$ cat src/tms_pkg.sv
// Shared types and constants for the Turing machine step engine.
package tms_pkg;

   localparam int STATE_COUNT = 32;
   localparam int STATE_W = 5;
   localparam int TAPE_DEPTH = 1024;
   localparam int TAPE_ADDR_W = 10;
   localparam int TAPE_LEN_W = 11;
   localparam int SYMBOL_W = 8;

   localparam logic [SYMBOL_W-1:0] KEEP_SYMBOL = 8'd92;

   localparam logic [2:0] MODE_LOAD = 3'd0;
   localparam logic [2:0] MODE_ADD = 3'd1;
   localparam logic [2:0] MODE_FLAGS = 3'd2;
   localparam logic [2:0] MODE_START = 3'd3;
   localparam logic [2:0] MODE_STEP = 3'd4;

   localparam logic [2:0] STATUS_DONE = 3'd0;
   localparam logic [2:0] STATUS_FULL = 3'd1;
   localparam logic [2:0] STATUS_RUNNING = 3'd2;
   localparam logic [2:0] STATUS_ACCEPTED = 3'd3;
   localparam logic [2:0] STATUS_REJECTED = 3'd4;
   localparam logic [2:0] STATUS_OFF_TAPE = 3'd5;
   localparam logic [2:0] STATUS_NOT_STARTED = 3'd6;

   typedef struct packed {
      logic [2:0] mode;
      logic [TAPE_ADDR_W-1:0] position;
      logic [SYMBOL_W-1:0] symbol;
      logic [STATE_W-1:0] state_id;
      logic [STATE_W-1:0] next_state;
      logic [SYMBOL_W-1:0] write_symbol;
      logic move_right;
      logic is_accept;
      logic is_reject;
   } req_type;

   typedef struct packed {
      logic [2:0] status;
      logic [STATE_W-1:0] state_out;
      logic [TAPE_ADDR_W-1:0] head_out;
      logic [SYMBOL_W-1:0] read_symbol;
   } rsp_type;

   typedef struct packed {
      logic [SYMBOL_W-1:0] match;
      logic [STATE_W-1:0] target;
      logic [SYMBOL_W-1:0] put;
      logic right;
   } rule_type;

   typedef struct packed {
      logic hit;
      rule_type rule;
   } match_type;

   typedef struct packed {
      logic accept;
      logic reject;
   } flags_type;

   typedef struct packed {
      logic en;
      logic [TAPE_ADDR_W-1:0] addr;
      logic [SYMBOL_W-1:0] data;
   } tape_wr_type;

endpackage

$ cat src/tms_rule_match.sv
// Picks the first filled slot of a transition row whose read symbol matches.
module tms_rule_match
   import tms_pkg::*;
#(
   parameter int SlotCount = 8,
   parameter int CntW = 4
)
(
   input  rule_type [SlotCount-1:0] row,
   input  logic [CntW-1:0] count,
   input  logic [SYMBOL_W-1:0] seen,
   output match_type result
);

   always_comb begin
      result = '0;
      for (int i = SlotCount - 1; i >= 0; i--) begin
         if ((CntW'(i) < count) && (row[i].match == seen)) begin
            result.hit = 1'b1;
            result.rule = row[i];
         end
      end
   end

endmodule

$ cat config.mk
export PLATFORM = sky130hd
export DESIGN_NAME = tms_rule_match
export DESIGN_NICKNAME = d
export VERILOG_FILES = /design/src/tms_pkg.sv /design/src/tms_rule_match.sv
export SDC_FILE = /design/constraint.sdc
export NUM_CORES = 1
export LEC_CHECK = 0
export BUFFER_PORTS_ARGS = -buffer_cell sky130_fd_sc_hd__buf_4
export CORE_AREA = 2 2 81 83
export DETAILED_ROUTE_END_ITERATION = 10
export DIE_AREA = 0 0 83 85
export PLACE_DENSITY_LB_ADDON = 0.1
export SETUP_SLACK_MARGIN = 0.3
export SLEW_MARGIN = 25
export SYNTH_ARGS = -nofsm -noshare
export SYNTH_HDL_FRONTEND = slang
export SYNTH_SLANG_ARGS = --single-unit
$ cat constraint.sdc
create_clock -name vclk -period 9.15
set_input_delay 1.83 -clock vclk [all_inputs]
set_output_delay 1.83 -clock vclk [all_outputs]
set_load 0.03 [all_outputs]
==> results of run 1 <==
==> cell usage after synthesis (all sizes together) (2+ instances only) <==
library cell	number	area [sq um]
xor2	48	420
a221oi	39	342
o21ai	26	130
o221a	21	236
o221ai	19	166
clkbuf	18	67.6
xnor2	16	140
buf	12	62.6
nor2	11	41.3
nor4	11	83.8
nand4	8	50.1
nand2	7	26.3
nor3	6	30.0
a21oi	5	25.0
inv	5	18.8
nand3	5	25.0
nand2b	2	12.5
==> layout make-up <==
| class | count | area, sq um | share of cell area [%] |
|---|---|---|---|
| inverter | 5 | 18.8 | 0.517 |
| multi-input combinational | 240 | 1870 | 51.6 |
| tap | 77 | 96.3 | 2.65 |
| timing repair buffer | 218 | 1640 | 45.2 |
==> worst min-delay path, cell delays in order <==
cell and delay (ps):
buf_4 70, o221a_2 160, buf_4 150
==> layout by cell type, fill, tap and decap left out, types with 7 or more instances in the layout <==
cell type and count:
xnor2_1 16, o21ai_1 21, nor4_1 9, nand4_1 8, xor2_1 48, o221a_2 21
nand2_1 7, o221ai_1 19, buf_4 216, a221oi_1 39, nor2_1 11
==> stage by stage <==
stage               area (sq um)  cells  util [%]
floorplan                   2010    275         -
global placement            3610    538      58.2
detailed placement          3610    538      58.2
CTS                         3610    538      58.2
global route                3630    540      58.6
finish                      3630    540      58.6
==> metal layers <==
metal / global-route usage (%) / vias to the layer above / share of wire, %
li1: - / 1519 / -
met1: 39.6 / 1554 / 41
met2: 47.7 / 184 / 47
met3: 6.23 / 16 / 9.6
met4: 4.32 / 0 / 1.6
met5: 0 / - / 0
==> power by group through the flow <==
stage	registers (mW)	clock network, mW	logic (mW)
2_1_floorplan	0	0	0.0506
3_3_place_gp	0	0	0.131
3_5_place_dp	0	0	0.132
4_1_cts	0	0	0.133
5_1_grt	0	0	0.144
6_report	0	0	0.134
==> cells by family after synthesis <==
kind of cell | Yosys count | share of synthesized area (%)
buf+inv | 35 | 7.41
compound gates | 118 | 48.1
mux | 1 | 0.498
simple gates | 57 | 16.1
xor+xnor | 64 | 27.9
==> worst paths after layout <==
| kind | start | to | depth (start not counted) |
|---|---|---|---|
| worst max-delay path | seen[4] | result[14] | 10 |
| worst min-delay path | row[30] | result[8] | 3 |
==> results.yml, run 1 <==
finish:
  regArea_sq_um: 0
  nFillCells: 622
  nFlopsAndLatches: 0
  layout-drive-gt1-share_pct: 52.7
  antenna_cells: 0
  syn_to_final_growth_pct: 80.8
  clockBufferCount: 0
  final_nets: 653
floorplanning:
  core_sq_mm: 0.00620
  start_util_pct: 32.4
  rows: 29
  fp.dieW_um: 83
  ios: 211
  fp.dieH_um: 85
  die_area_sq_mm: 0.00706
drt:
  dr.first_iter.drc_count: 213
  drt_first_pass_iters: 5
  routedWlPerCell_um: 20.3
  drt_drc_violations_left: 0
  antenna_left: 0
  vias_per_cell: 6.06
  wl_um: 11000
  via_count: 3273
placement:
  dp_slack_ps: 2050
  hpwlAfterDp_um: 8770
  io_buffers: 211
  place_congestion: 0.988
sta:
  setup_violations: 0
  max_clock_freq_mhz: 152
  drv_slew: 0
  slew_headroom_pct: 33.9
  hold_viol: 0
  finalHoldWorstSlack_ps: 4040
  tns_ps: 0
  worst_pin_slew_ps: 988
  rsz0062_at_grt: "false"
  fin_ws_ps: 2560
  fin_crit_sh_pct: 72.0
  period_needed_ps: 6590
power:
  swShare_pct: 42.4
  clkPwrFrac_pct: 0
  seq_power_share_pct: 0
  ir_drop_v: 0.0000234
  p_int_mw: 0.0769
  totalPowerFinal_mw: 0.134
  power.density_mw_per_mm2: 36.8
  pwr-share-comb_pct: 100.0
  p_switching_mw: 0.0566
  p_leak_nw: 1.68
hold_path:
  hp-class: "in -> out"
logic_synthesis:
  yosysSeqAreaShare_pct: 0
  ys_types: 36
  syn_area_per_cell_sq_um: 7.31
  postSynthCellCount: 275
  synth_area_sq_mm: 0.00201
  ys.warnings.count: 0
  synth_nets: 463
setup_path:
  crit_top_cell: "buf_4"
  path_max_fanout: 16
  critPathTopFamily: "compound AO/OA/AOI/OAI gates"
  slowest_stage: "nor4_4"
  worstPathArrival_ps: 4760
  critical_path_class: "in -> out"
  max_stage_delay_ps: 650
  end_kind: "primary output"
  required_ps: 7320
  path_cells: "buf_4 > xor2_1 > a2111o_1 > nor4_4 > nor4_2 > buf_4 > a221oi_1 > o21ai_1 > o221a_2 > buf_4"
  crit_buf_inv: 3
  cp-start-kind: "input pin"
outcome:
  status: "finished, final reports clean"
grt:
  grt_max_degree: 27
  antenna_found_initial: 0
  track_usage_pct: 28.9
  grt_overflow: 0
  grt_pass1_wl_um: 16800
  grt_pass1_vias: 3141
flow_run:
  maxCapViolCount: 0
clocking:
  ctsResizeCount: 0
  postCtsSetupBuffers: 0
  cts-hold-fix-buffers: 0
Power figures use the tool's default switching activity.
==> run 2, diff against run 1 <==
- ABC_AREA: unset -> 1
- CORE_AREA: 2 2 81 83 -> 2 2 78 99
- DIE_AREA: 0 0 83 85 -> 0 0 80 101
- clock period: 9.15 -> 6.3 ns (I/O delays scaled with it)
==> run 2 against run 1 <==
  * Global-route usage grew 4.0 points
  * Utilization grew 5.8 points
  * Hold slack lost 1200 ps
  * Combinational power grew 75%
  * Highest routed layer unchanged
==> results.yml, run 2 <==
outcome:
  status: "finished, final reports clean"
grt:
  grt_pass1_vias: 4461
  grt_pass1_wl_um: 21400
  track_usage_pct: 32.9
  grt_overflow: 0
  grt_max_degree: 44
  antenna_found_initial: 0
placement:
  io_buffers: 211
  hpwlAfterDp_um: 11500
  place_congestion: 1.10
  dp_slack_ps: 1280
floorplanning:
  fp.dieH_um: 101
  core_sq_mm: 0.00718
  start_util_pct: 43.9
  ios: 211
  rows: 35
  fp.dieW_um: 80
  die_area_sq_mm: 0.00808
finish:
  layout-drive-gt1-share_pct: 31.9
  final_common_cell: "nand2_1"
  regArea_sq_um: 0
  antenna_cells: 0
  multi_input_area_sq_mm: 0.00258
  final_nets: 1017
  nFlopsAndLatches: 0
  layout_common_cells: "nand2_1 (226), buf_4 (211), nor2_1 (98)"
  nFillCells: 705
  syn_to_final_growth_pct: 46.6
  clockBufferCount: 0
drt:
  drt_drc_violations_left: 0
  dr.first_iter.drc_count: 357
  routedWlPerCell_um: 15.2
  drt_first_pass_iters: 5
  wl_um: 14000
  antenna_left: 0
  vias_per_cell: 5.21
  via_count: 4790
setup_path:
  path_cells: "buf_4 > inv_4 > nand2_1 > nand4_1 > nor4_1 > nand2_1 > nand2_1 > nor2_1 > nand2_1 > nand2_1 > nand2_1 > nand2_1 > buf_4"
  max_stage_delay_ps: 730
  required_ps: 5040
  critical_path_class: "in -> out"
  critPathCapture: "result[0]"
  worstPathArrival_ps: 3810
  cp-start-kind: "input pin"
  crit_top_cell: "nand2_1"
  end_kind: "primary output"
  path_max_fanout: 23
  slowest_stage: "nand2_1"
  critPathLaunch: "seen[5]"
power:
  p_leak_nw: 2.63
  p_switching_mw: 0.116
  ir_drop_v: 0.0000359
  clkPwrFrac_pct: 0
  p_int_mw: 0.119
  power.density_mw_per_mm2: 50.8
  seq_power_share_pct: 0
  pwr-share-comb_pct: 100.0
  swShare_pct: 49.4
logic_synthesis:
  ys_types: 41
  synth_area_sq_mm: 0.00315
  synthTopCellsByArea: "nand2_1 (27%), nor2_1 (12%), inv_1 (8.5%), nand3_1 (8.3%), o21ai_0 (5.4%)"
  synth_nets: 836
  syn_area_per_cell_sq_um: 4.86
  netlist_top_cells_count: "nand2_1 (227), nor2_1 (98), inv_1 (71)"
  synth_top_cell_by_area: "nand2_1"
  synth_top_area_share_pct: 27.0
  ys.warnings.count: 0
  synth_most_common_cell: "nand2_1"
  postSynthCellCount: 648
  yosysSeqAreaShare_pct: 0
sta:
  setup_violations: 0
  fin_crit_sh_pct: 80.5
  rsz0062_at_grt: "false"
  period_needed_ps: 5070
  max_clock_freq_mhz: 197
  fin_ws_ps: 1230
  slew_headroom_pct: 51.6
  drv_slew: 0
  tns_ps: 0
  hold_viol: 0
  worst_pin_slew_ps: 725
flow_run:
  maxCapViolCount: 0
hold_path:
  hp-class: "in -> out"
clocking:
  cts-hold-fix-buffers: 0
  ctsResizeCount: 0
  postCtsSetupBuffers: 0
## run 2: cell families after synthesis
kind of cell / Yosys count / share of synthesized area (%)
simple gates: 427 / 59.0
buf+inv: 119 / 18.2
compound gates: 79 / 15.0
xor+xnor: 23 / 7.82
## run 2: power groups by stage
stage / registers (mW) / logic (mW) / clock network (mW)
3_5_place_dp: 0 / 0.231 / 0
4_1_cts: 0 / 0.232 / 0
6_report: 0 / 0.235 / 0
3_3_place_gp: 0 / 0.229 / 0
2_1_floorplan: 0 / 0.105 / 0
5_1_grt: 0 / 0.253 / 0
## run 2: worst min-delay path by stage
stage	cells after the start	start	slack (ps)	to
after floorplan	2	row[16]	2710	result[16]
after global placement	4	row[12]	2840	result[12]
after detailed placement	4	row[8]	2840	result[8]
after CTS	4	row[8]	2840	result[8]
after global routing	4	row[12]	2860	result[12]
final	4	row[8]	2830	result[8]
## run 2: layout make-up
| type | instances | share of cell area (%) |
|---|---|---|
| repair buffers | 211 | 34.3 |
| well taps | 92 | 2.49 |
| inverters | 87 | 7.39 |
| multi-input cells | 529 | 55.8 |
## run 2: layer usage
metal / track usage, % / part of all wire, %
met3: 3.85 / 8.2
met4: 9.78 / 3.4
met1: 43.3 / 41
met2: 55.9 / 48
met5: 0 / 0
## run 2: metrics by stage
| step | cell area, sq um | utilization (%) | hold WS [ps] | cells | total power, mW |
|---|---|---|---|---|---|
| global route | 4620 | 64.4 | 2860 | 919 | 0.253 |
| global placement | 4620 | 64.3 | 2840 | 919 | 0.229 |
| detailed placement | 4620 | 64.3 | 2840 | 919 | 0.231 |
| CTS | 4620 | 64.3 | 2840 | 919 | 0.232 |
| floorplan | 3150 | - | 2710 | 648 | 0.105 |
| finish | 4620 | 64.4 | 2830 | 919 | 0.235 |
## run 2: critical path: cells and delay by family
| kind | cells | cell delay [ps] |
|---|---|---|
| buffers and inverters | 3 | 450 |
| AND/OR/NAND/NOR | 10 | 2090 |
==> run 3, diff against run 2 <==
- ABC_AREA: 1 -> 0
- CORE_AREA: 2 2 78 99 -> 2 2 83 85
- DIE_AREA: 0 0 80 101 -> 0 0 85 87
- clock period: 6.3 -> 4.4 ns (I/O delays scaled with it)
==> run 3 against run 2 <==
  * First-iteration DRC count fell by 59%
  * Critical endpoint is now result[19]
  * Die area fell by 8.5%
  * Cell count fell by 40%
  * Largest cell class unchanged
  * Non-clock buffer count rose by 14
  * Sequential share of layout area did not move
  * Power rose by 22%
  * Via count fell by 30%
  * Combinational power rose by 22%
  * Critical path depth fell by 3
  * Highest routed layer unchanged
==> results.yml, run 3 (same netlist as run 1, synthesis figures left out) <==
drt:
  wl_um: 11700
  dr.first_iter.drc_count: 145
  via_count: 3345
  antenna_left: 0
  vias_per_cell: 6.08
  drt_drc_violations_left: 0
  drt_first_pass_iters: 7
  routedWlPerCell_um: 21.3
setup_path:
  cp-start-kind: "input pin"
  path_max_fanout: 21
  end_kind: "primary output"
  critical_path_class: "in -> out"
  worstPathArrival_ps: 3080
  required_ps: 3520
finish:
  nFlopsAndLatches: 0
  multi_input_area_sq_mm: 0.00189
  antenna_cells: 0
  final_nets: 660
  layout-drive-gt1-share_pct: 53.6
  regArea_sq_um: 0
  syn_to_final_growth_pct: 84.2
  nFillCells: 641
  clockBufferCount: 0
  layout_common_cells: "buf_4 (224), xor2_1 (48), a221oi_1 (38)"
  fin_util_pct: 56.3
  final_common_cell: "buf_4"
grt:
  grt_pass1_vias: 3381
  grt_max_degree: 26
  grt_overflow: 0
  grt_pass1_wl_um: 17600
  track_usage_pct: 29.7
  antenna_found_initial: 0
sta:
  rsz0062_at_grt: "false"
  slew_headroom_pct: 68.6
  period_needed_ps: 3960
  fin_crit_sh_pct: 89.9
  worst_pin_slew_ps: 471
  hold_viol: 0
  tns_ps: 0
  max_clock_freq_mhz: 253
  drv_slew: 0
  setup_violations: 0
floorplanning:
  fp.dieW_um: 85
  core_sq_mm: 0.00657
  rows: 30
  ios: 211
  fp.dieH_um: 87
  die_area_sq_mm: 0.00740
  start_util_pct: 30.6
power:
  p_leak_nw: 1.71
  ir_drop_v: 0.0000544
  power.density_mw_per_mm2: 77.2
  totalPowerFinal_mw: 0.286
clocking:
  cts-hold-fix-buffers: 0
  ctsResizeCount: 0
  postCtsSetupBuffers: 0
hold_path:
  hold_end: "result[4]"
  worst_hold_path.num_cells: 3
  min_from: "row[26]"
  hp-class: "in -> out"
placement:
  place_congestion: 0.945
  hpwlAfterDp_um: 9610
  io_buffers: 211
outcome:
  status: "finished, final reports clean"
flow_run:
  maxCapViolCount: 0
==> run 3: cell count changes in the layout (fill, tap and decap cells not counted), moves of 13 or more <==
cell,before,now
nand2_1,226,6
nor2_1,98,11
inv_1,71,5
nand3_1,52,5
a221oi_1,0,38
xor2_1,14,48
o21ai_0,34,5
o221a_2,0,21
o221ai_1,0,19
buf_4,211,224
o21ai_2,13,0
==> run 3: where the power goes <==
group          internal (mW)  switching, mW
clock network              0              0
logic                  0.161          0.125
registers                  0              0
==> run 3: worst max-delay path by stage <==
stage	from	end	cells after the start
2_1_floorplan	seen[7]	result[21]	9
3_3_place_gp	seen[4]	result[13]	11
3_5_place_dp	seen[4]	result[1]	11
4_1_cts	seen[4]	result[1]	11
5_1_grt	seen[3]	result[0]	10
6_report	count[3]	result[19]	10
==> run 3: layer usage <==
metal | share of wire [%] | vias up | global-route usage, %
met5 | 0 | - | 0
met4 | 4.7 | 0 | 14.1
met3 | 7.8 | 46 | 4.64
met2 | 51 | 223 | 53.4
met1 | 36 | 1544 | 34.3
li1 | - | 1532 | -
==> run 3: layout make-up <==
class	count	share of cell area, %
inverters	5	0.507
multi-input cells	240	51.0
well taps	80	2.70
repair buffers	225	45.7
==> run 3: worst max-delay path, stage by stage <==
cell and delay, ps:
buf_4 140, or3_1 400, o211ai_1 260, buf_4 270, nand2_1 70, buf_4 210, a221oi_1 380, o21ai_1 130
o221a_2 150, buf_4 160
==> run 3: through the flow <==
| step | area (sq um) | worst slack [ps] | hold slack, ps | cells |
|---|---|---|---|---|
| after detailed placement | 3680 | 414 | 2140 | 550 |
| after global placement | 3680 | 437 | 2150 | 550 |
| after global routing | 3700 | 322 | 2160 | 550 |
| after CTS | 3680 | 395 | 2140 | 550 |
| after floorplan | 2010 | 566 | 2000 | 275 |
| final | 3700 | 443 | 2140 | 550 |
